## config.mk

```make
export PLATFORM = sky130hd
export DESIGN_NAME = sorted_priority_queue
export DESIGN_NICKNAME = d
export VERILOG_FILES = /design/src/design/spq_pkg.sv /design/src/design/spq_cell.sv /design/src/design/sorted_priority_queue.sv
export SDC_FILE = /design/constraint.sdc
export NUM_CORES = 2
export LEC_CHECK = 0
export BUFFER_PORTS_ARGS = -buffer_cell sky130_fd_sc_hd__buf_2
export CELL_PAD_IN_SITES_DETAIL_PLACEMENT = 1
export CELL_PAD_IN_SITES_GLOBAL_PLACEMENT = 1
export CORE_MARGIN = 3
export CORE_UTILIZATION = 35
export DETAILED_ROUTE_END_ITERATION = 6
export HOLD_SLACK_MARGIN = 0.15
export PLACE_DENSITY_LB_ADDON = 0.08
export SLEW_MARGIN = 20
export SYNTH_ARGS = -nofsm -noshare
export SYNTH_HDL_FRONTEND = slang
export SYNTH_HIERARCHICAL = 1
export SYNTH_SLANG_ARGS = --single-unit
export TNS_END_PERCENT = 10
```

## constraint.sdc

```tcl
create_clock -name clock -period 17 [get_ports clock]
set_input_delay 3.4 -clock clock [delete_from_list [all_inputs] [get_ports clock]]
set_output_delay 3.4 -clock clock [all_outputs]
set_load 0.01 [all_outputs]
```

## src/design/spq_pkg.sv

```systemverilog
// Shared types and codes for the sorted priority queue.
package spq_pkg;

   localparam int unsigned VALUE_W = 32;
   localparam int unsigned COUNT_W = 5;
   localparam int unsigned STATUS_W = 2;
   localparam int unsigned REQ_DATA_W = 32;
   localparam int unsigned RSP_DATA_W = 48;

   localparam logic KIND_ENQUEUE = 1'b0;
   localparam logic KIND_DEQUEUE = 1'b1;

   localparam logic [STATUS_W-1:0] STATUS_OK = 2'd0;
   localparam logic [STATUS_W-1:0] STATUS_FULL = 2'd1;
   localparam logic [STATUS_W-1:0] STATUS_EMPTY = 2'd2;

   typedef logic signed [VALUE_W-1:0] value_type;

   typedef struct packed {
      logic      enqueue;
      logic      dequeue;
      value_type new_value;
   } cmd_type;

endpackage

```

## src/design/spq_cell.sv

```systemverilog
// One slot of the sorted row: keeps, takes the new value, or shifts from a neighbor.
module spq_cell (
   input  logic              clock,
   input  spq_pkg::cmd_type  cmd,
   input  logic              slot_valid,
   input  logic              left_greater,
   input  spq_pkg::value_type left_value,
   input  spq_pkg::value_type right_value,
   output logic              greater,
   output spq_pkg::value_type value
);
   import spq_pkg::*;

   value_type value_ff;
   value_type value_in;

   assign greater = slot_valid && (value_ff > cmd.new_value);
   assign value = value_ff;

   always_comb begin
      value_in = value_ff;
      if (cmd.enqueue) begin
         if (!greater) begin
            value_in = left_greater ? cmd.new_value : left_value;
         end
      end else if (cmd.dequeue) begin
         value_in = right_value;
      end
   end

   always_ff @(posedge clock) begin
      value_ff <= value_in;
   end

endmodule

```

## src/design/sorted_priority_queue.sv

```systemverilog
// The result of an item is registered in the output register as the item is accepted.
// Throughput: one item per cycle; every cell of the row updates in the same cycle.
// The output register is refilled while its item is taken, so the block stalls only
// when a result is not taken.
// Reset clears the entry count and the output valid flag; the output data and the cell contents are not reset.
module sorted_priority_queue #(
   parameter int unsigned QUEUE_DEPTH = 16
) (
   input  logic                             clock,
   input  logic                             reset,
   input  logic                             req_tvalid,
   output logic                             req_tready,
   // Fields from bit 0: new_value[31:0].
   input  logic [spq_pkg::REQ_DATA_W-1:0]   req_tdata,
   // Fields from bit 0: kind.
   input  logic                             req_tuser,
   output logic                             rsp_tvalid,
   input  logic                             rsp_tready,
   // Fields from bit 0: out_value[31:0], status[33:32], entry_count[38:34],
   // is_empty[39], is_full[40], zeros above.
   output logic [spq_pkg::RSP_DATA_W-1:0]   rsp_tdata,
   // Fields from bit 0: out_valid.
   output logic                             rsp_tuser
);
   import spq_pkg::*;

   localparam int unsigned CNT_W = $clog2(QUEUE_DEPTH + 1);

   logic [CNT_W-1:0] count_ff;
   logic [CNT_W-1:0] count_in;
   logic             rsp_valid_ff;
   logic             rsp_valid_in;
   logic [RSP_DATA_W-1:0] rsp_data_ff;
   logic [RSP_DATA_W-1:0] rsp_data_in;
   logic             rsp_user_ff;
   logic             rsp_user_in;

   logic             accept;
   logic             is_full_now;
   logic             is_empty_now;
   logic             is_full_next;
   logic             is_empty_next;
   logic [STATUS_W-1:0] status;
   value_type        out_value;
   logic             out_valid;
   logic [CNT_W+COUNT_W-1:0] count_wide;
   cmd_type          cmd;

   logic      [QUEUE_DEPTH-1:0] slot_valid;
   logic      [QUEUE_DEPTH-1:0] greater;
   value_type                   cell_value [QUEUE_DEPTH];

   assign req_tready = !rsp_valid_ff || rsp_tready;
   assign accept = req_tvalid && req_tready;
   assign is_full_now = (count_ff == CNT_W'(QUEUE_DEPTH));
   assign is_empty_now = (count_ff == '0);

   assign cmd.enqueue = accept && (req_tuser == KIND_ENQUEUE) && !is_full_now;
   assign cmd.dequeue = accept && (req_tuser == KIND_DEQUEUE) && !is_empty_now;
   assign cmd.new_value = value_type'(req_tdata[VALUE_W-1:0]);

   always_comb begin
      count_in = count_ff;
      if (cmd.enqueue) begin
         count_in = count_ff + CNT_W'(1);
      end else if (cmd.dequeue) begin
         count_in = count_ff - CNT_W'(1);
      end
   end

   assign is_full_next = (count_in == CNT_W'(QUEUE_DEPTH));
   assign is_empty_next = (count_in == '0);
   assign count_wide = {{COUNT_W{1'b0}}, count_in};

   always_comb begin
      status = STATUS_OK;
      if (req_tuser == KIND_ENQUEUE && is_full_now) begin
         status = STATUS_FULL;
      end else if (req_tuser == KIND_DEQUEUE && is_empty_now) begin
         status = STATUS_EMPTY;
      end
   end

   assign out_valid = cmd.dequeue;
   assign out_value = cmd.dequeue ? cell_value[0] : '0;

   always_comb begin
      rsp_data_in = rsp_data_ff;
      rsp_user_in = rsp_user_ff;
      rsp_valid_in = rsp_valid_ff;
      if (accept) begin
         rsp_valid_in = 1'b1;
         rsp_user_in = out_valid;
         rsp_data_in = {{(RSP_DATA_W - VALUE_W - STATUS_W - COUNT_W - 2){1'b0}},
                        is_full_next, is_empty_next, count_wide[COUNT_W-1:0],
                        status, out_value};
      end else if (rsp_tready) begin
         rsp_valid_in = 1'b0;
      end
   end

   always_ff @(posedge clock) begin
      if (reset) begin
         count_ff <= '0;
         rsp_valid_ff <= 1'b0;
      end else begin
         count_ff <= count_in;
         rsp_valid_ff <= rsp_valid_in;
      end
      rsp_data_ff <= rsp_data_in;
      rsp_user_ff <= rsp_user_in;
   end

   assign rsp_tvalid = rsp_valid_ff;
   assign rsp_tdata = rsp_data_ff;
   assign rsp_tuser = rsp_user_ff;

   for (genvar i = 0; i < QUEUE_DEPTH; i++) begin : g_cell
      logic      left_greater;
      value_type left_value;
      value_type right_value;

      assign slot_valid[i] = (CNT_W'(i) < count_ff);

      if (i == 0) begin : g_head
         assign left_greater = 1'b1;
         assign left_value = '0;
      end else begin : g_body
         assign left_greater = greater[i-1];
         assign left_value = cell_value[i-1];
      end

      if (i == QUEUE_DEPTH - 1) begin : g_tail
         assign right_value = '0;
      end else begin : g_inner
         assign right_value = cell_value[i+1];
      end

      spq_cell u_cell (
         .clock        (clock),
         .cmd          (cmd),
         .slot_valid   (slot_valid[i]),
         .left_greater (left_greater),
         .left_value   (left_value),
         .right_value  (right_value),
         .greater      (greater[i]),
         .value        (cell_value[i])
      );
   end

endmodule

```

==> impl_results.md <==
* CTS resizes at 0
* Mapped Cells at between 4000 and 5000
* Area after DPL at 45200 um^2
* Core ar. at 120000 um^2
* Crit-path most repeated cell: buf_2
* Startpoint Class: input pin
* First-pass GRT wire length at around 190000 um
* Synthesized area at approximately 42000 um^2
* Worst Hold Class: reg -> reg
* CTS buffer count at 75
* GRT overflow at 0
* Final Net Count at approximately 5000
* F_max at around 130 MHz
* Non-filler cells, final at ~6000
* Ys Warns at 6
* DRT iter0 DRCs at between 1000 and 1500
* Initial antenna violation count at 0
* Slew @ Worst Pin at approximately 1.2 ns
* Design Power at approximately 4.6 mW
* Worst Hold Slack at between 0.5 and 0.6 ns
* Worst slew margin at 0.202
* Vias in the first global route at roughly 33000
* Die Area at approximately 130000 um^2
* Critical Path, Cell by Cell: buf_2 -> and2b_1 -> inv_1 -> buf_2
* Max-cap violations at 0
* Vias per inst at 5.08
* Row count at 127
* Pleak at around 19 nW
* Antenna diode count at 0
* Share of layout cells above drive strength 1 at 0.0877
* Status: finished clean
* Io pins at between 80 and 90
* CTS tree: done
* Final setup viols at 0
* Fin crit share at 0.440
* H-tree depth at 3
* Maximum clock path buffer count at 3
* Crit path max-delay family: buffers and inverters
* Drt drc at 0
* Setup crit end kind: output port
* Hold Fails Final Rpt at 0
* Layout area overhead at 11.8%
* Clk_skew at between 0.03 and 0.04 ns
* Inst Count DP at approximately 6000
* Fillers at roughly 14000
* WL per Instance at approximately 19 um
* Clock transition at path regs at about 0.05 ns
* Hpwl dp at 91500 um
* WL final at about 120000 um
* Root buffer cell: clkbuf_16
* Die H at roughly 350 um
* Antenna viol nets, final at 0
* Hold bufs inserted after CTS at 0
* GPL Wtd Cong at between 0.8 and 0.9
* CP Data Arrival Time at 4.08 ns
* Total GRT Usage at 0.188
* Routed vias at slightly above 30000
* Largest net degree at the start of global routing at 200
* Syn_area_per_cell at between 9 and 10 um^2
* First-pass DRT Iterations at 4
* Fin. max-slew vios at 0
* Crit Path Category: in -> out
* Pwr Density at about 100 nW/um^2
* Worst EP required at around 14 ns
* Setup bufs post-CTS at 0
* PortBufs at 80
* Initial core utilization at 0.354
* TritonCTS sink count at 560
* Setup_tns at 0 ns
* Worst-Skew Late Latency at about 0.65 ns
* Horiz. Die Dim at 354 um
* RSZ-0062 raised after global routing: no
* Max VDD drop at 0.0000761 V
* Finished Cell Area at around 47000 um^2
* Crit-path slowest cell: and2b_1
* CP bufs+invs at 3
* Worst path max stage delay at around 0.30 ns
* Post-route minimum period at around 7.5 ns
* Crit path max fanout at 4
[registers in the layout (all words and copies together) (netlist names)]
register and count:
count_ff 5, g_cell.u_cell/value 512, rsp_tdata 41, rsp_tuser 1, rsp_tvalid 1
[final timing paths]
| kind | depth (start not counted) | startpoint | end | slack (ns) |
|---|---|---|---|---|
| max | 4 | rsp_tready | req_tready | 9.52 |
| min | 1 | g_cell[0].u_cell/value[31] | rsp_tdata[31] | 0.59 |
| max reg2reg | 10 | count_ff[1] | g_cell[10].u_cell/value[6] | 11.47 |
| min reg2reg | 1 | g_cell[0].u_cell/value[31] | rsp_tdata[31] | 0.59 |
[layout make-up]
type / instances / area (um^2) / share of cell area
Clock inverter: 30 / 170 / 0.00358
Timing Repair Buffer: 149 / 956 / 0.0201
Sequential cell: 560 / 16800 / 0.353
Multi-Input combinational cell: 3133 / 23400 / 0.493
Inverter: 540 / 2030 / 0.0427
Clock buffer: 103 / 2140 / 0.0450
Tap cell: 1612 / 2020 / 0.0425
[where the power goes]
part / leakage (nW) / internal, mW / total [mW] / switching (mW)
Sequential: 5.25 / 1.77 / 1.92 / 0.157
Combinational: 12.8 / 0.459 / 1.18 / 0.724
Clock: 1.12 / 0.902 / 1.53 / 0.630
Total: 19.1 / 3.13 / 4.64 / 1.51
[metal layers]
layer  global-route usage  routed length (um)  vias to the layer above
li1                     -                   -                    15900
met1                0.247               55800                    14800
met2                0.326               57500                      249
met3               0.0218                2420                      134
met4               0.0501                3100                        0
met5                    0                   0                        -
[per-stage QoR]
stage / setup WS [ns] / utilization
after floorplan: 8.55 / -
after global placement: 9.32 / 0.376
after detailed placement: 9.26 / 0.376
after CTS: 9.51 / 0.395
after global routing: 9.45 / 0.395
final: 9.52 / 0.395
[layout by cell type, fill, tap and decap left out, types with 17 or more instances in the layout]
cell type and instances:
clkinv_1 24, buf_4 66, nand2_1 108, nor2_1 582, a21oi_1 723, conb_1 72
a22oi_1 17, clkbuf_16 81, edfxtp_1 554, mux2i_1 513, nand4_2 32, nor3_1 19
o21ai_0 70, o31a_1 17, clkbuf_1 19, nand3_1 49, and2_1 33, ha_1 516
inv_1 538, nor2b_1 21, buf_2 80, o211ai_1 32, nand4_1 80
Note: power is estimated with default switching activity, not from simulation.
